[src/hw/rtl/fvn_out_buf.sv]
`timescale 1ns / 1ps
`default_nettype none
// ============================================================================
// fvn_out_buf
// Two-entry output queue that decouples the pipeline from the result
// consumer. Its full flag comes straight from a register.
// ============================================================================
module fvn_out_buf (
    input  wire logic         clk,
    input  wire logic         rst_n,
    input  wire logic         push,
    input  wire logic [15:0]  push_data,
    output logic              full,
    output logic              m_valid,
    input  wire logic         m_ready,
    output logic [15:0]       m_data
);

    logic [15:0] mem_reg [2];
    logic        wr_ptr_reg, rd_ptr_reg;
    logic [1:0]  count_reg, count_next;
    logic        pop;

    assign pop = m_valid && m_ready;

    always_comb
    begin
        count_next = count_reg;
        if (push && !pop)
        begin
            count_next = count_reg + 2'd1;
        end
        else if (pop && !push)
        begin
            count_next = count_reg - 2'd1;
        end
    end

    always_ff @(posedge clk or negedge rst_n)
    begin
        if (!rst_n)
        begin
            wr_ptr_reg <= 1'b0;
            rd_ptr_reg <= 1'b0;
            count_reg  <= 2'd0;
        end
        else
        begin
            if (push)
            begin
                wr_ptr_reg <= ~wr_ptr_reg;
            end
            if (pop)
            begin
                rd_ptr_reg <= ~rd_ptr_reg;
            end
            count_reg <= count_next;
        end
    end

    always_ff @(posedge clk)
    begin
        if (push)
        begin
            mem_reg[wr_ptr_reg] <= push_data;
        end
    end

    assign full    = count_reg[1];
    assign m_valid = (count_reg != 2'd0);
    assign m_data  = mem_reg[rd_ptr_reg];

endmodule
`default_nettype wire

[config.mk]
export PLATFORM = sky130hd
export DESIGN_NAME = fvn_out_buf
export DESIGN_NICKNAME = d
export VERILOG_FILES = /design/src/hw/rtl/fvn_out_buf.sv
export SDC_FILE = /design/constraint.sdc
export NUM_CORES = 1
export LEC_CHECK = 0
export BUFFER_PORTS_ARGS = -buffer_cell sky130_fd_sc_hd__buf_2
export CAP_MARGIN = 20
export CORE_AREA = 2 2 62 64
export CTS_CLUSTER_DIAMETER = 40
export DETAILED_ROUTE_END_ITERATION = 16
export DIE_AREA = 0 0 64 66
export PLACE_DENSITY = 0.65
export SYNTH_ARGS = -nofsm -noshare
export SYNTH_HDL_FRONTEND = slang
export SYNTH_SLANG_ARGS = --single-unit
export TNS_END_PERCENT = 50
[constraint.sdc]
create_clock -name clk -period 1.4 [get_ports clk]
set_input_delay 0 -clock clk [delete_from_list [all_inputs] [get_ports clk]]
set_output_delay 0 -clock clk [all_outputs]
set_load 0.01 [all_outputs]
Word-level counts from Yosys, hierarchy flattened
Memories as Yosys holds them, arrays and structs flattened.
Index checks and enable logic that the tools add are counted.
{ "word_totals": {"out_inout_bits": 18, "ram_bits": 32, "inputBits": 20, "memories": 1, "reg_bits": 4} }
{ "memory_table": {"columns": ["name", "words", "word_bits", "read_ports", "rd_ports_with_merged_regs", "write_ports", "line", "source"], "rows": [
  ["mem_reg", 2, 16, 1, 0, 1, "19", "logic [15:0] mem_reg [2];"]
]} }
{ "op_classes": {"n_reduce_logical": 7, "bitwise": 2, "add_sub_neg": 2, "n_mux": 4} }
{ "ops": {"columns": ["op", "n"], "rows": [
  ["$mux W2", 2],
  ["$reduce_bool A2 Y1", 2],
  ["$logic_and A1 B1 Y1", 3],
  ["$add A2 B1 Y2 const B", 1],
  ["$logic_not A1 Y1", 2],
  ["$mux W1", 2],
  ["$not A1 Y1", 2],
  ["$sub A2 B1 Y2 const B", 1]
]} }

Logic depth before layout (Yosys ltp)
{ "depth": {"word_depth": 5, "ltp_mapped": 6, "depth_no_buf": 6} }

Worst setup path after synthesis
No wires, ideal clock.
{ "synth_timing": {"path_type": "register -> register", "start": "register wr_ptr_reg", "end": "memory mem_reg[0][0] (enable)", "path_slack_ns": -0.129, "path_stages_with_launch": 2, "path_buffers": 0, "required_time_ns": 1.010, "t_arrival_ns": 1.139, "cell_sequence": "dfrtp_1 > nor2b_1"} }
{ "synth_lines": {"columns": ["element", "line", "source"], "rows": [
  ["from (decl)", "20", "logic wr_ptr_reg, rd_ptr_reg;"],
  ["from (signal assigned)", "51", "wr_ptr_reg <= ~wr_ptr_reg;"],
  ["to (decl)", "19", null]
]} }
Straight into the memory's write port.

Final worst setup path
{ "layout_timing": {"start": "register rd_ptr_reg", "end": "output port m_data[9]"} }
{ "layout_between": {"elab_chain_cells": 1} }
{ "layout_rtl": {"columns": ["element", "line", "source"], "rows": [
  ["from (decl)", "20", null],
  ["from (signal assigned)", "55", "rd_ptr_reg <= ~rd_ptr_reg;"],
  ["$mem_v2 Z2 W16", null, null],
  ["to (decl)", "16", "output logic [15:0] m_data"]
]} }
Every way passes these cells.

==> results.py <==
metrics = {
    "status": {
        "status": "complete, no violations",
    },
    "power_and_ir_drop": {
        "seqPwrFrac": 0.407,
        "p_clk_frac": 0.136,
        "power_mw": 3.74,
        "switching_share": 0.285,
        "leakagePower_nw": 0.857,
        "pwr_density_cell_mw_per_mm2": 1780,
        "power.switching_mw": 1.07,
        "irDropWorstVdd_v": 0.000860,
        "intPower_mw": 2.67,
        "combPwrFrac": 0.457,
    },
    "setup_path": {
        "worstPathArrival_ps": 1360,
        "start_kind": "flop",
        "crit_path_end_kind": "output pin",
        "critPathMaxFanout": 10,
        "path_cells": "buf_8 > mux2_4 > buf_6",
        "required_ps": 1400,
        "reg2reg_depth": 6,
        "path_class": "reg2out",
        "max_stage_delay_ps": 410,
        "slowest_stage": "dfrtp_1",
    },
    "layout": {
        "num_antenna_cells": 0,
        "multi_input_area_um2": 348,
        "largest_register_ffs": 32,
        "ff_latch_area_mm2": 0.00106,
        "finalNonFillerCells": 184,
        "fin_util": 0.592,
        "layout-drive-gt1-share": 0.522,
        "n_fill_cell": 276,
        "nNetsFinal": 156,
        "area_growth_pct": 51.4,
        "final_area_mm2": 0.00210,
    },
    "floorplan": {
        "start_util": 0.391,
        "die_y_um": 66,
        "dieArea_mm2": 0.00422,
        "die_w_um": 64,
        "core_area_mm2": 0.00355,
        "rows": 22,
        "ios": 38,
    },
    "drt": {
        "ant_nets": 0,
        "detail_route.wl_per_cell_um": 12.8,
        "post-route-drc-count": 0,
        "vias_per_cell": 4.36,
        "num_vias": 802,
        "drtIter0Drc": 9,
        "dr.pass1.iters": 3,
        "drt_wl_total_mm": 2.36,
    },
    "synth": {
        "yosys-top-cells-area": "edfxtp_1 (69%), mux2_4 (9.7%), dfrtp_1 (7.2%)",
        "synthArstFlopShare": 0.111,
        "synth.most_common_cell": "edfxtp_1",
        "ys_seq_elements": 36,
        "synthCells": 65,
        "synth_cell_types": 14,
        "avgSynthCellArea_um2": 21.4,
        "netlist_top_cells_count": "edfxtp_1 (32), mux2_4 (9), mux2_2 (7), dfrtp_1 (4), xor2_1 (3)",
        "synth-main-ff-cell": "edfxtp_1",
        "yosysTopAreaCellShare": 0.692,
        "synth-edff-count": 32,
        "synth_warnings": 0,
        "ys_seq_area_frac": 0.764,
        "synth_fp_nets": 86,
        "netlist_area_mm2": 0.00139,
        "yosys.area.top_type": "edfxtp_1",
    },
    "clock_tree": {
        "clock_latency_ps": 330,
        "tritoncts": "yes",
        "cts-buffers-inserted": 5,
        "cts_root_buf": "clkbuf_4",
        "clk_pin_slew_ps": 100,
        "clock-sinks": 36,
        "clockBufferDepth": 2,
        "htreeDepth": 2,
    },
    "sta": {
        "worst_pin_slew_ps": 188,
        "fin_setup_tns_ps": 0,
        "relSlewSlack": 0.874,
        "period_needed_ps": 1360,
        "setup_ws_ps": 43.2,
        "max_freq_mhz": 737,
        "finClkSkew_ps": 3.90,
        "hold_viol_final": 0,
        "fin_crit_sh": 0.969,
        "slew_viol_final": 0,
        "hold-worst-slack_ps": 386,
        "grt_setup_unrepaired": "true",
        "setup_viol": 0,
    },
    "global_routing": {
        "antenna_found_initial": 0,
        "grt_pass1_vias": 794,
        "grt_pass1_wl_mm": 3.62,
        "grt_start_max_net_pins": 17,
        "overflow": 0,
        "grt_usage": 0.121,
    },
    "job": {
        "maxCapViolations": 0,
    },
    "placed_design": {
        "place_worst_setup_slack_ps": 19.2,
        "io_buffers": 37,
        "dp_cells": 153,
        "postPlaceCellArea_mm2": 0.00167,
        "place_congestion": 0.718,
    },
    "hold_path": {
        "hold_path_depth": 2,
        "hp-class": "in2reg",
    },
}
==> logic make-up (layout without fill, tap and decap cells) <==
logic type,count (synthesis),count (layout),share of synthesized area
xor+xnor,5,5,0.0315
fa+ha+maj,1,1,0.00901
buf+inv,2,73,0.0225
flops,36,36,0.764
mux,16,16,0.154
simple gates,5,5,0.0189
==> critical path: cells and delay by family (launching register included) <==
kind                   cells  cell delay [ps]
multiplexers               1              320
flip-flops                 1              410
buffers and inverters      2              300
==> layout by cell type (no fill, tap or decap), drive strengths merged <==
master | netlist | layout
dfrtp | 4 | 4
buf | 2 | 45
edfxtp | 32 | 32
nand2 | 1 | 1
xnor2 | 2 | 2
dlygate4sd3 | 0 | 20
nor2 | 1 | 1
nor2b | 1 | 1
mux2 | 16 | 16
ha | 1 | 1
clkbuf | 0 | 6
xor2 | 3 | 3
or2 | 1 | 1
clkinv | 0 | 1
clkinvlp | 0 | 1
and2 | 1 | 1
==> routing by layer <==
metal | track usage | vias to the layer above | part of all wire
met5 | 0 | - | 0
li1 | - | 386 | -
met3 | 0.0392 | 5 | 0.057
met2 | 0.210 | 33 | 0.53
met4 | 0.0652 | 0 | 0.014
met1 | 0.130 | 378 | 0.40
==> area by class of cell <==
type	instances	area share
sequential	36	0.504
timing repair buffer	65	0.277
multi-input combinational	27	0.165
tap	48	0.0286
clock buffer	6	0.0196
clock inverter	2	0.00535
==> repair_timing <==
action	CTS	global route
endpoints found under the hold margin	38	0
setup endpoints to repair	7	17
hold buffers	20	0
gates resized for setup	5	25
pin swaps	0	2
setup buffers	0	3
==> path summary, 6_finish.rpt <==
path	slack, ps	start	endpoint
setup / recovery	40	rd_ptr_reg	m_data[9]
hold / removal	390	push_data[9]	mem_reg[1][9]
setup reg to reg	100	count_reg[0]	count_reg[1]
hold reg to reg	510	wr_ptr_reg	wr_ptr_reg
max in group asynchronous	660	rst_n	count_reg[1]
min in group asynchronous	570	rst_n	count_reg[0]
==> power groups by stage <==
stage	Combinational, mW	Clock [mW]	Sequential [mW]
finish	1.71	0.508	1.52
global route	1.82	0.585	1.55
CTS	1.30	0.536	1.53
detailed placement	1.21	0	1.55
global placement	1.19	0	1.53
floorplan	0.814	0	1.54
(Power assumes the default switching activity.)
