--- src/hw/rtl/fvn_norm.sv ---
`timescale 1ns / 1ps
`default_nettype none
// ============================================================================
// fvn_norm
// Divides the weighted octave sum by 2^OCTAVES - 1, rounding to nearest,
// and saturates to Q1.15. Three stages: magnitude, reciprocal multiply,
// remainder correction.
// ============================================================================
module fvn_norm #(
    parameter int OCTAVES = 5
) (
    input  wire logic                        clk,
    input  wire logic                        rst_n,
    input  wire logic                        en,
    input  wire logic                        in_valid,
    input  wire logic signed [OCTAVES+15:0]  in_acc,
    output logic                             out_valid,
    output logic signed [15:0]               out_value
);

    localparam int NW     = OCTAVES + 16;
    localparam int RW     = NW + 1;
    localparam int PW     = NW + RW;
    localparam int DIV_I  = (1 << OCTAVES) - 1;
    localparam int HALF_I = DIV_I / 2;
    localparam logic [NW-1:0] DIV   = NW'(DIV_I);
    localparam logic [NW-1:0] HALF  = NW'(HALF_I);
    // floor(2^NW / DIV): the quotient estimate is low by at most one.
    localparam logic [RW-1:0] RECIP = RW'((64'd1 << NW) / 64'(DIV_I));
    localparam logic [NW-1:0] POS_LIMIT = NW'(32767);
    localparam logic [NW-1:0] NEG_LIMIT = NW'(32768);

    logic [2:0]     vld_reg;
    logic           neg1_reg, neg2_reg;
    logic [NW-1:0]  mag1_reg, mag1_next;
    logic [NW-1:0]  mag2_reg;
    logic [PW-1:0]  prod;
    logic [NW-1:0]  q0_reg, q0_next;
    logic [NW-1:0]  rem;
    logic [NW-1:0]  q;
    logic [15:0]    value_reg, value_next;

    always_comb
    begin
        mag1_next = (in_acc[NW-1] ? NW'(-in_acc) : NW'(in_acc)) + HALF;
        prod      = PW'(mag1_reg) * PW'(RECIP);
        q0_next   = NW'(prod >> NW);
        rem       = mag2_reg - ((q0_reg << OCTAVES) - q0_reg);
        q         = (rem >= DIV) ? q0_reg + NW'(1) : q0_reg;
        if (neg2_reg)
        begin
            value_next = (q > NEG_LIMIT) ? 16'h8000 : 16'(-q);
        end
        else
        begin
            value_next = (q > POS_LIMIT) ? 16'h7fff : q[15:0];
        end
    end

    always_ff @(posedge clk or negedge rst_n)
    begin
        if (!rst_n)
        begin
            vld_reg <= '0;
        end
        else if (en)
        begin
            vld_reg <= {vld_reg[1:0], in_valid};
        end
    end

    always_ff @(posedge clk)
    begin
        if (en)
        begin
            neg1_reg  <= in_acc[NW-1];
            mag1_reg  <= mag1_next;
            neg2_reg  <= neg1_reg;
            mag2_reg  <= mag1_reg;
            q0_reg    <= q0_next;
            value_reg <= value_next;
        end
    end

    assign out_valid = vld_reg[2];
    assign out_value = $signed(value_reg);

endmodule
`default_nettype wire

--- config.mk ---
export PLATFORM = sky130hd
export DESIGN_NAME = fvn_norm
export DESIGN_NICKNAME = d
export VERILOG_FILES = /design/src/hw/rtl/fvn_norm.sv
export SDC_FILE = /design/constraint.sdc
export NUM_CORES = 1
export LEC_CHECK = 0
export BUFFER_PORTS_ARGS = -buffer_cell sky130_fd_sc_hd__clkbuf_2
export CORE_MARGIN = 4
export CORE_UTILIZATION = 40
export CTS_CLUSTER_SIZE = 24
export DETAILED_ROUTE_END_ITERATION = 12
export RECOVER_POWER = 50
export SLEW_MARGIN = 20
export SYNTH_ARGS = -nofsm -noshare
export SYNTH_HDL_FRONTEND = slang
export SYNTH_SLANG_ARGS = --single-unit
--- constraint.sdc ---
create_clock -name clk -period 9.6 [get_ports clk]
set_input_delay 0.96 -clock clk [delete_from_list [all_inputs] [get_ports clk]]
set_output_delay 0.96 -clock clk [all_outputs]
set_load 0.03 [all_outputs]
# Word-level counts from Yosys, hierarchy flattened
# Cells that the tools add are included.
[totals] register_bits=80 input_bits=25 elab_cells=22
[classes] add_sub_neg=6 mul=1 magnitude_cmp=3 muxes=5
[op_table] operator="16-bit 2-to-1 mux" n=3
[op_table] operator="21-bit by 16-bit multiplier with 37-bit output, second input constant" n=1
[op_table] operator="21-bit by 4-bit adder with 21-bit output, second input constant" n=1
[op_table] operator="21-bit by 5-bit >= comparator with 1-bit output, second input constant" n=1
[op_table] operator="21-bit 2-to-1 mux" n=1
[op_table] operator="21-bit negator" n=1
[op_table] operator="21-bit by 17-bit subtractor with 21-bit output" n=1
[op_table] operator="21-bit subtractor" n=1
[op_table] operator="17-bit by 1-bit adder with 18-bit output, second input constant" n=1
[op_table] operator="18-bit by 15-bit greater-than comparator with 1-bit output, second input constant" n=1
[op_table] operator="18-bit by 16-bit greater-than comparator with 1-bit output, second input constant" n=1
[op_table] operator="18-bit 2-to-1 mux" n=1
[op_table] operator="16-bit negator" n=1

# Longest topological paths before layout
# Gate-level depths: netlist of the first run.
[depth] ltp_word=7 mapped_depth=22 depth_no_buf=21

# Worst setup path before layout of the first run
# No wires, ideal clock.
[synth_timing] path_type="register -> register" startpoint="register q0_reg[7]" endpoint="register value_reg[12] (netlist: out_value[12]) (data pin)" arrival_time_ns=4.845 required_ns=9.342 slack_ns=4.497 stages_incl_launch_ff=21 period_less_slack_ns=5.103 cell_sequence="edfxtp_1 > inv_1 > fa_1 > inv_1 > ha_1 > a21o_4 > nor3_1 > or3_4 > o21ai_2 > a311o_1 > a211oi_1 > a2bb2oi_1 > nand4_1 > xnor2_1 > ha_1 > inv_1 > or2_2 > clkbuf_1 > nand2b_1 > o31a_1 > o221a_1"
[synth_between] elab_chain_cells=7 word_cells_on_any_way=11 classes_between="add/sub (4); order compare (3); mux (4)"
[synth_lines] item="from (decl)" line="38" rtl="logic [NW-1:0] q0_reg, q0_next;"
[synth_lines] item="from (signal assigned)" line="80" rtl="q0_reg <= q0_next;"
[synth_lines] item="21-bit by 17-bit subtractor with 21-bit output" line="48" rtl="rem = mag2_reg - ((q0_reg << OCTAVES) - q0_reg);"
[synth_lines] item="21-bit subtractor" line="48"
[synth_lines] item="21-bit by 5-bit >= comparator with 1-bit output" line="49" rtl="q = (rem >= DIV) ? q0_reg + NW'(1) : q0_reg;"
[synth_lines] item="18-bit 2-to-1 mux *" line="49"
[synth_lines] item="16-bit negator, or another cell as far along" line="52" rtl="value_next = (q > NEG_LIMIT) ? 16'h8000 : 16'(-q);"
[synth_lines] item="16-bit 2-to-1 mux (on tied branches)" line="52, 56"
[synth_lines] item="16-bit 2-to-1 mux *" line="50" rtl="if (neg2_reg)"
[synth_lines] item="net value_next[12]" line="41" rtl="logic [15:0] value_reg, value_next;"
[synth_lines] item="to (signal assigned)" line="81" rtl="value_reg <= value_next;"
[synth_lines] item="to (decl)" line="41"
# The timed path passes the listed nets; every way through them passes the cells marked *.
# A chain may end at the register's enable or synchronous reset.

# Final worst setup path of the first run
[layout_timing] startpoint="register q0_reg[7]" endpoint="register value_reg[2] (netlist: out_value[2]) (data pin)"
# Same word-level chain as after synthesis.

==> reports/qor.yml, run 1 <==
ff2ff_setup_slack_ns: 3.47
final_hold_viol_count: 0
track_usage: 0.169
min_path_type: "input port to async pin"
synth-edff-count: 77
crit_required_ns: 9.76
grt_pass1_vias: 6466
critPathBufInv: 3
max_cap_viol_count: 1
ctsHoldBuffers: 0
place_hpwl_um: 16600
synthCells: 941
fillers: 2057
worst-path-max-fanout: 9
clock_skew_ns: 0.00961
core-area_sq_um: 21300
cts_htree_levels: 3
drc: 0
yosys.area.top_type_share: 0.264
clock_sinks: 80
cp.arrival_ns: 6.28
row_count: 53
numCtsBuffers: 9
io_pins: 42
reg2reg_from: "q0_reg[7]$_DFFE_PP_"
n_antenna_cell: 0
drt_wl_total_um: 20400
async_reset_ff_frac: 0.0375
synth-seq-cells: 80
cts_tree: "done"
cts.clk_slew.worst_paths_ns: 0.06
syn-num-nets: 1135
violations: "max-capacitance violations, max-slew violations"
power.density_nw_per_um2: 321
finalCritPeriodShare: 0.638
max_freq_mhz: 163
seq_area_frac_synth: 0.272
start_kind: "flop"
layout.cells.non_filler: 1248
ys.warnings.count: 0
dp.cells: 1232
post_cts_buffers: 0
fin_crit_ns: 6.13
slowest_stage: "edfxtp_1"
die_h_um: 156
die_w_um: 156
setup_viol: 0
layout-drive-gt1-share: 0.0781
tightestPinTransition_ns: 4.23
status: "finished, violations left"
synth_area_leaders: "edfxtp_1, ha_1, fa_1, inv_1, xor2_1"
cts_buffer_depth: 2
crit_path_max_incr_delay_ns: 0.52
cts_resized: 0
r2r-end: "out_value[2]$_DFFE_PP_"
design_area_sq_um: 9510
crit_chain: "inv_1 > fa_1 > inv_1 > ha_1 > a21o_4 > nor3_1 > or3_4 > o21ai_2 > a311o_1 > a211oi_1 > a2bb2oi_1 > nand4_1 > xnor2_1 > ha_1 > inv_1 > a2111oi_0 > nand4_1 > o211a_1 > a311oi_1"
antenna_left: 0
slew_headroom: -1.82
cellLeakagePower_uw: 0.00428
grt_pass1_wl_um: 33000
num-nets-final: 1162
insertion_delay_ns: 0.35
vdd_drop_max_mv: 0.130
place_area_sq_um: 9220
synth.cell_area_sq_um: 8770
tns_ns: 0
ys.flop_type: "edfxtp_1"
crit_path_frequent_cell: "inv_1"
io_buffer_count: 41
finalPower_uw: 3050
vias: 6773
dieArea_sq_um: 24300
rsz0062_at_grt: "no"
antenna_found_initial: 0
viasPerCell: 5.43
yosysMostFrequentCell: "inv_1"
grt_max_degree: 81
synth.top_cells.by_count: "inv_1, ha_1, edfxtp_1"
gp_congestion: 0.963
crit_path_end_kind: "flop"
drv_slew: 81
critPathTopFamily: "compound AO/OA/AOI/OAI gates"
syn_area_per_cell_sq_um: 9.32
firstDrtPassIters: 6
worstSetupPathType: "flop to flop"
cts_root_buf: "clkbuf_16"
yosysTopAreaCell: "edfxtp_1"
grt-ovfl-total: 0
area_delta_synth_final_pct: 8.46
wl_per_cell_um: 16.3
netlist-cell-type-count: 74
initial_core_util: 0.412
drt_iter0_drc: 541
ff2ff_path_depth: 19
-- per-stage QoR --
step	hold slack, ns	setup WS, ns	util
2_1_floorplan	0.400	4.50	-
3_3_place_gp	0.409	3.96	0.433
3_5_place_dp	0.415	3.79	0.433
4_1_cts	0.389	3.66	0.447
5_1_grt	0.408	2.98	0.447
6_report	0.408	3.47	0.447
-- layer usage --
metal	global-route usage	routed length (um)	share of wire	up-vias
met5	0	0	0	-
met4	0.0492	406	0.020	0
met3	0.0219	1060	0.052	29
met2	0.263	9030	0.44	175
met1	0.246	9880	0.48	3147
li1	-	-	-	3422
-- area by class of cell --
cell class	count	area, sq um	area share
clock inverters	6	67.6	0.00711
clock buffers	10	229	0.0241
repair buffers	42	205	0.0216
multi-input cells	682	5700	0.600
flip-flops and latches	80	2390	0.251
inverters	153	574	0.0604
well taps	275	344	0.0362
-- worst max path at each step --
stage | slack [ns] | endpoint | cells past startpoint | from
after floorplan | 4.50 | out_value[12]$_DFFE_PP_ | 20 | q0_reg[7]$_DFFE_PP_
after global placement | 3.96 | out_value[2]$_DFFE_PP_ | 19 | q0_reg[7]$_DFFE_PP_
after detailed placement | 3.79 | out_value[10]$_DFFE_PP_ | 19 | q0_reg[7]$_DFFE_PP_
after CTS | 3.66 | out_value[10]$_DFFE_PP_ | 19 | q0_reg[7]$_DFFE_PP_
after global routing | 2.98 | out_value[2]$_DFFE_PP_ | 19 | q0_reg[7]$_DFFE_PP_
final | 3.47 | out_value[2]$_DFFE_PP_ | 19 | q0_reg[7]$_DFFE_PP_
-- report_power, final --
| group | internal [uW] | leakage (uW) | switching (uW) |
|---|---|---|---|
| Clock | 203 | 0.000139 | 144 |
| Sequential | 498 | 0.000791 | 85.8 |
| Combinational | 858 | 0.00335 | 1260 |
| Total | 1560 | 0.00428 | 1490 |
-- cells by family after synthesis --
family                     synth area share
adders and majority gates             0.268
muxes                                0.0213
xor gates and xnor gates             0.0709
and+or+nand+nor                       0.148
buffers and inverters                0.0774
AOI/OAI and AO/OA                     0.142
DFF                                   0.272
-- layout by cell type (no fill, tap or decap), types with 7 or more instances in the layout --
| master | instances |
|---|---|
| inv_1 | 153 |
| ha_1 | 138 |
| edfxtp_1 | 77 |
| nand2_1 | 47 |
| a21oi_1 | 44 |
| nor3_1 | 39 |
| nor2_1 | 37 |
| xor2_1 | 36 |
| xnor2_1 | 35 |
| clkbuf_2 | 35 |
| o21ai_0 | 31 |
| fa_1 | 31 |
| nand3_1 | 20 |
| nor4_1 | 13 |
| mux2i_1 | 13 |
| or3_1 | 13 |
| nand2b_1 | 11 |
| or2_2 | 11 |
| o21a_1 | 11 |
| a31oi_1 | 11 |
| nand4_1 | 10 |
| o31ai_1 | 10 |
| a21o_1 | 9 |
| clkbuf_16 | 9 |
| nor2b_1 | 8 |
| o211ai_1 | 7 |
| clkbuf_1 | 7 |
-- worst register-to-register path: stages, from the launching register on --
cell	delay [ns]
edfxtp_1	0.52
inv_1	0.13
fa_1	0.50
inv_1	0.04
ha_1	0.39
a21o_4	0.26
nor3_1	0.20
or3_4	0.19
o21ai_2	0.08
a311o_1	0.36
a211oi_1	0.24
a2bb2oi_1	0.39
nand4_1	0.46
xnor2_1	0.40
ha_1	0.22
inv_1	0.07
a2111oi_0	0.51
nand4_1	0.27
o211a_1	0.39
a311oi_1	0.31
(Power assumes the default switching activity.)
==> run 2: changes to the inputs <==
Clock period 9.6 ns to 6.4 ns, I/O delays scaled along.
==> run 2 against run 1 <==
- the run still ends with max-capacitance violations, max-slew violations left
- sequential power grew 49%
- register-to-register slack lost 2.9 ns
- worst hold slack lost 0.31 ns
- final cell count grew 0.24%
- sequential cell count is the same
- first-iteration DRC count shrank 28%
- setup slack lost 2.9 ns
- fmax grew 4.9%
- clock power grew 45%
- routed wire length shrank 0.48%
- critical path depth grew 1
- core utilization grew 0.082 points
- critical path type unchanged
- highest routed layer unchanged
==> reports/qor.yml, run 2 (same netlist as run 1, synthesis figures left out) <==
status: "finished, violations left"
violations: "max-capacitance violations, max-slew violations"
clock_skew_ns: 0.0127  # +0.00309 ns
worstSetupPathType: "flop to flop"
max_freq_mhz: 171  # +4.9%
drt_wl_total_um: 20300  # -0.48%
ctsHoldBuffers: 0  # unchanged
p_comb_frac: 0.699  # +0.004
met2_usage: 0.265  # +0.00246
cts_resized: 0  # unchanged
drv_slew: 81  # unchanged
holdWs_ns: 0.0970  # -0.311 ns
worst-path-max-fanout: 9  # unchanged
grt_pass1_vias: 6444  # -0.34%
rsz0062_at_grt: "no"
final_hold_viol_count: 0  # unchanged
p_seq_frac: 0.190  # about the same
slew_headroom: -1.74  # +0.0735
max_cap_viol_count: 1  # unchanged
num-nets-final: 1165  # +0.26%
power.density_nw_per_um2: 480  # +50%
viasPerCell: 5.43  # about the same
cts_tree: "done"
tightestPinTransition_ns: 4.11  # -0.110 ns
io_pins: 42  # unchanged
antenna_left: 0  # unchanged
track_usage: 0.170  # +0.00107
insertion_delay_ns: 0.35  # about the same
grt-ovfl-total: 0  # unchanged
pwr-share-clk: 0.110  # -0.004
vdd_drop_max_mv: 0.194  # +49%
clock_sinks: 80  # unchanged
internal_power_uw: 2320  # +49%
use_met3: 0.0230  # +0.00111
cellLeakagePower_uw: 0.00430  # +0.40%
cp.arrival_ns: 6.01  # -0.27 ns
grt_busiest_layer: "met2"
start_kind: "flop"
reg2reg_from: "q0_reg[7]$_DFFE_PP_"
io_buffer_count: 41  # unchanged
cts_buffer_depth: 2  # unchanged
final_cell_mix: "inv_1, ha_1, edfxtp_1"
grt_pass1_wl_um: 33100  # +0.29%
setup_viol: 0  # unchanged
met1_usage: 0.243  # -0.00391
post_cts_buffers: 0  # unchanged
die_w_um: 156  # unchanged
crit_path_end_kind: "flop"
finalCritPeriodShare: 0.913  # +0.275
cts_root_buf: "clkbuf_16"
dieArea_sq_um: 24300  # unchanged
p_sw_frac: 0.492  # +0.00329
initial_core_util: 0.412  # unchanged
antenna_found_initial: 0  # unchanged
cts.clk_slew.worst_paths_ns: 0.07  # about the same
row_count: 53  # unchanged
place_hpwl_um: 16700  # +0.71%
vias: 6788  # +0.22%
final_common_cell: "inv_1"
crit_required_ns: 6.57  # -3.19 ns
die_h_um: 156  # unchanged
firstDrtPassIters: 5  # -1
core-area_sq_um: 21300  # unchanged
fillers: 2079  # +1.1%
tns_ns: 0  # unchanged
area_delta_synth_final_pct: 8.66
n_antenna_cell: 0  # unchanged
min_path_type: "input port to async pin"
fin_crit_ns: 5.84  # -0.284 ns
layout-drive-gt1-share: 0.0840  # +0.00591
cts_htree_levels: 3  # unchanged
gp_congestion: 0.918  # -4.7%
grt_max_degree: 81  # unchanged
p_switching_uw: 2250  # +51%
drt_iter0_drc: 392  # -28%
drc: 0  # unchanged
crit_start: "q0_reg[7]$_DFFE_PP_"
wl_per_cell_um: 16.2  # -0.71%
numCtsBuffers: 9  # unchanged
[run 2: path summary, 6_finish.rpt]
path	cells past startpoint	slack, ns	to
setup / recovery	20	0.56	out_value[13]$_DFFE_PP_
hold / removal	1	0.1	vld_reg[1]$_DFFE_PN0P_
setup reg to reg	20	0.56	out_value[13]$_DFFE_PP_
hold reg to reg	0	0.42	neg2_reg$_DFFE_PP_
max in group asynchronous	1	6.13	vld_reg[2]$_DFFE_PN0P_
min in group clk	0	0.42	neg2_reg$_DFFE_PP_
[run 2: power by group through the flow]
stage,registers [uW],logic (uW),clock network [uW]
5_1_grt,888,3610,533
3_5_place_dp,881,3150,0
6_report,870,3190,504
4_1_cts,870,3180,511
3_3_place_gp,875,3150,0
2_1_floorplan,869,2400,0
[run 2: area by class of cell]
class	count	area [sq um]	share of cell area
inverter	153	574	0.0603
timing repair buffer	45	230	0.0242
multi-input combinational	682	5700	0.598
clock inverter	6	50.0	0.00525
tap	275	344	0.0361
sequential	80	2390	0.251
clock buffer	10	239	0.0251
[run 2: metal layers]
layer,up-vias,share of wire
met5,-,0
met4,0,0.027
met3,36,0.047
met2,206,0.44
met1,3124,0.49
li1,3422,-
[run 2: per-stage QoR]
step	power, uW	setup WS, ns	util	cells	instance area [sq um]
2_1_floorplan	3270	1.30	-	941	8770
3_3_place_gp	4020	0.622	0.434	1235	9240
4_1_cts	4560	0.610	0.448	1251	9530
5_1_grt	5030	0.0592	0.447	1251	9530
3_5_place_dp	4030	0.606	0.434	1235	9240
6_report	4570	0.557	0.447	1251	9530
[run 2: worst max-delay path, cell delays in order, from the launching register on]
cell and delay (ns):
edfxtp_1 0.52, inv_1 0.12, fa_1 0.50, inv_1 0.04
ha_1 0.39, a21o_4 0.25, nor3_1 0.20, or3_4 0.19
nor4_1 0.06, o31a_1 0.30, o41ai_1 0.35, xor2_1 0.34
nand4_1 0.14, buf_4 0.23, xnor2_1 0.33, ha_1 0.26
inv_1 0.08, a2111oi_0 0.44, nand4_1 0.26, o211a_1 0.38
nor3_1 0.27
==> run 3: changes to the inputs <==
--- a/config.mk
+++ b/config.mk
@@ -6,4 +6,5 @@
 export NUM_CORES = 1
 export LEC_CHECK = 0
+export ABC_AREA = 1
 export BUFFER_PORTS_ARGS = -buffer_cell sky130_fd_sc_hd__clkbuf_2
 export CORE_MARGIN = 4
@@ -12,5 +13,5 @@
 export DETAILED_ROUTE_END_ITERATION = 12
 export RECOVER_POWER = 50
-export SLEW_MARGIN = 20
+export SLEW_MARGIN = 40
 export SYNTH_ARGS = -nofsm -noshare
 export SYNTH_HDL_FRONTEND = slang
==> constraint.sdc (replaced) <==
create_clock -name clk -period 6.4 [get_ports clk]
set_input_delay 0.64 -clock clk [delete_from_list [all_inputs] [get_ports clk]]
set_output_delay 0.64 -clock clk [all_outputs]
set_load 0.01 [all_outputs]
==> run 3 against run 2 <==
- the run still ends with max-capacitance violations, max-slew violations left
- count of clock-buffer cells in the layout grew 1
- largest power group unchanged
- fmax grew 16%
- worst hold slack gained 0.0017 ns
- critical path depth grew 5
- clock power grew 4.4%
- core utilization is essentially flat
- design area grew 7.1%
==> reports/qor.yml, run 3 <==
cellLeakagePower_uw: 0.00536  # +25%
utilization: 0.448  # +0.000473
vias: 7615  # +12%
grt-ovfl-total: 0  # unchanged
power.density_nw_per_um2: 523  # +9.0%
vdd_drop_max_mv: 0.175  # -9.8%
final_cell_mix: "inv_1, nand2_1, ha_1"
cts_tree: "done"
viasPerCell: 4.84  # -11%
wl_per_cell_um: 13.4  # -17%
worst-path-max-fanout: 19  # +10
gp_congestion: 0.949  # +3.3%
slew_headroom: -1.73  # +0.0117
post_cts_buffers: 0  # unchanged
cts_root_buf: "clkbuf_16"
track_usage: 0.167  # -0.00299
place_hpwl_um: 18100  # +8.2%
worstSetupPathType: "flop to flop"
crit_path_end_kind: "flop"
seq_area_sq_um: 2390  # unchanged
antenna_found_initial: 0  # unchanged
ff2ff_setup_slack_ns: 1.38  # +0.82 ns
cts_buffer_depth: 2  # unchanged
firstDrtPassIters: 5  # unchanged
fin_crit_ns: 5.02  # -0.823 ns
synth-edff-count: 77  # unchanged
p_comb_frac: 0.736  # +0.037
ff2ff_path_depth: 25  # +25%
synth.top_cells.by_count: "inv_1, nand2_1, ha_1"
cts_resized: 0  # unchanged
p_switching_uw: 2850  # +27%
cts_htree_levels: 3  # unchanged
r2r-end: "out_value[2]$_DFFE_PP_"
tightestPinTransition_ns: 4.10  # -0.0176 ns
core-area_sq_um: 22800  # +7.0%
num-nets-final: 1449  # +24%
die_w_um: 161  # +3.0%
yosysTopAreaCell: "edfxtp_1"
die_h_um: 161  # +3.0%
grt_max_degree: 83  # +2.5%
fillers: 2296  # +10%
critPathCapture: "out_value[2]$_DFFE_PP_"
numCtsBuffers: 9  # unchanged
p_sw_frac: 0.535  # +0.0429
start_kind: "flop"
ys.warnings.count: 0  # unchanged
reg2reg_from: "q0_reg[8]$_DFFE_PP_"
drc: 0  # unchanged
p_seq_frac: 0.165  # -0.025
n_antenna_cell: 0  # unchanged
internal_power_uw: 2480  # +6.9%
synth.cell_area_sq_um: 9340  # +6.5%
clock_skew_ns: 0.00660  # -0.00611 ns
multiInputGateArea_sq_um: 5900  # +3.4%
synth-seq-cells: 80  # unchanged
place_area_sq_um: 9890  # +7.0%
final_hold_viol_count: 0  # unchanged
ys.flop_type: "edfxtp_1"
layout-drive-gt1-share: 0.0833  # -0.000683
drt_wl_total_um: 21100  # +3.9%
cts.clk_slew.worst_paths_ns: 0.06  # about the same
max_freq_mhz: 199  # +16%
area_delta_synth_final_pct: 9.30
dieArea_sq_um: 25800  # +6.2%
tns_ns: 0  # unchanged
status: "finished, violations left"
ctsHoldBuffers: 0  # unchanged
async_reset_ff_frac: 0.0375  # unchanged
synth_area_leaders: "edfxtp_1, ha_1, inv_1, nand2_1, fa_1"
synthCells: 1211  # +29%
cp.arrival_ns: 5.21  # -0.80 ns
setup_viol: 0  # unchanged
max_cap_viol_count: 1  # unchanged
syn_area_per_cell_sq_um: 7.71  # -17%
grt_pass1_vias: 7287  # +13%
syn-num-nets: 1405  # +24%
initial_core_util: 0.410  # -0.00197
row_count: 55  # +3.8%
insertion_delay_ns: 0.34  # about the same
io_pins: 42  # unchanged
antenna_left: 0  # unchanged
finalCritPeriodShare: 0.784  # -0.129
clock_sinks: 80  # unchanged
netlist-cell-type-count: 39  # -47%
drt_iter0_drc: 415  # +5.9%
crit_required_ns: 6.59  # +0.02 ns
drv_slew: 83  # +2.5%
grt_pass1_wl_um: 35300  # +6.9%
crit_start: "q0_reg[8]$_DFFE_PP_"
violations: "max-capacitance violations, max-slew violations"
yosys.area.top_type_share: 0.248  # -0.0161
io_buffer_count: 41  # unchanged
min_path_type: "input port to async pin"
rsz0062_at_grt: "no"
seq_area_frac_synth: 0.256  # -0.0166
holdWs_ns: 0.0986  # +0.00166 ns
pwr-share-clk: 0.099  # -0.011
design_area_sq_um: 10200  # +7.1%
## run 3: cell types whose count changed in the layout (fill, tap and decap cells not counted), sizes merged, moves of 11 or more
cell | before | now
nor4 | 14 | 2
nor3 | 40 | 26
nand2b | 11 | 0
nand4 | 10 | 28
inv | 155 | 268
xor2 | 36 | 60
nor2 | 37 | 96
xnor2 | 35 | 18
nand3 | 20 | 55
o21bai | 2 | 15
nand2 | 47 | 277
mux2i | 13 | 0
or3 | 14 | 0
## run 3: logic make-up after synthesis
kind of cell | Yosys count | share of synthesized area
DFF | 80 | 0.256
AOI/OAI and AO/OA | 109 | 0.0706
buffers and inverters | 276 | 0.113
adders and majority gates | 169 | 0.251
xor gates and xnor gates | 78 | 0.0732
muxes | 1 | 0.00121
and+or+nand+nor | 498 | 0.235
## run 3: power groups by stage
stage	Combinational, uW	Clock, uW	Sequential [uW]
floorplan	3000	0	843
global placement	3870	0	891
detailed placement	3870	0	891
CTS	3910	543	880
global route	4520	566	897
finish	3930	526	881
## run 3: how the worst min path moves through the flow
| stage | to | slack [ns] | depth (start not counted) |
|---|---|---|---|
| final | vld_reg[0]$_DFFE_PN0P_ | 0.1 | 1 |
| after CTS | vld_reg[0]$_DFFE_PN0P_ | 0.07 | 1 |
| after global routing | vld_reg[0]$_DFFE_PN0P_ | 0.09 | 1 |
| after detailed placement | neg2_reg$_DFFE_PP_ | 0.42 | 0 |
| after floorplan | vld_reg[0]$_DFFE_PN0P_ | 0.34 | 0 |
| after global placement | neg2_reg$_DFFE_PP_ | 0.42 | 0 |
## run 3: layout make-up
type	count	share of cell area
multi-input combinational	855	0.578
sequential	80	0.234
inverter	267	0.0982
tap	313	0.0384
clock buffer	11	0.0248
timing repair buffer	42	0.0205
clock inverter	5	0.00625
## run 3: per-layer routing
metal / routed length, um / GRT usage / vias up
met2: 10000 / 0.290 / 168
met1: 9930 / 0.222 / 3457
met3: 854 / 0.0223 / 16
met5: 0 / 0 / -
met4: 259 / 0.0396 / 0
li1: - / - / 3974
## run 3: worst max-delay path, stage by stage (launching register included)
cell and delay [ns]:
edfxtp_1 0.51, inv_1 0.14, fa_1 0.49, inv_1 0.04, ha_1 0.37, nand2_1 0.17, inv_2 0.05, a21oi_1 0.28
nand3_1 0.18, nand2_1 0.09, nand2_1 0.08, nor2_1 0.16, nand2_2 0.09, nor2_4 0.32, nand4_4 0.32, xor2_1 0.26
inv_2 0.12, ha_1 0.19, nand3_1 0.10, inv_1 0.08, nand2_1 0.06, nor2_2 0.15, nand3_2 0.08, nand2_2 0.11
nand2_2 0.22, o21bai_1 0.19
## run 3: through the flow
stage | power, uW | instances | setup WS, ns
2_1_floorplan | 3840 | 1211 | 2.23
3_3_place_gp | 4760 | 1556 | 1.44
3_5_place_dp | 4760 | 1556 | 1.43
4_1_cts | 5340 | 1572 | 1.41
5_1_grt | 5980 | 1573 | 0.944
6_report | 5330 | 1573 | 1.38
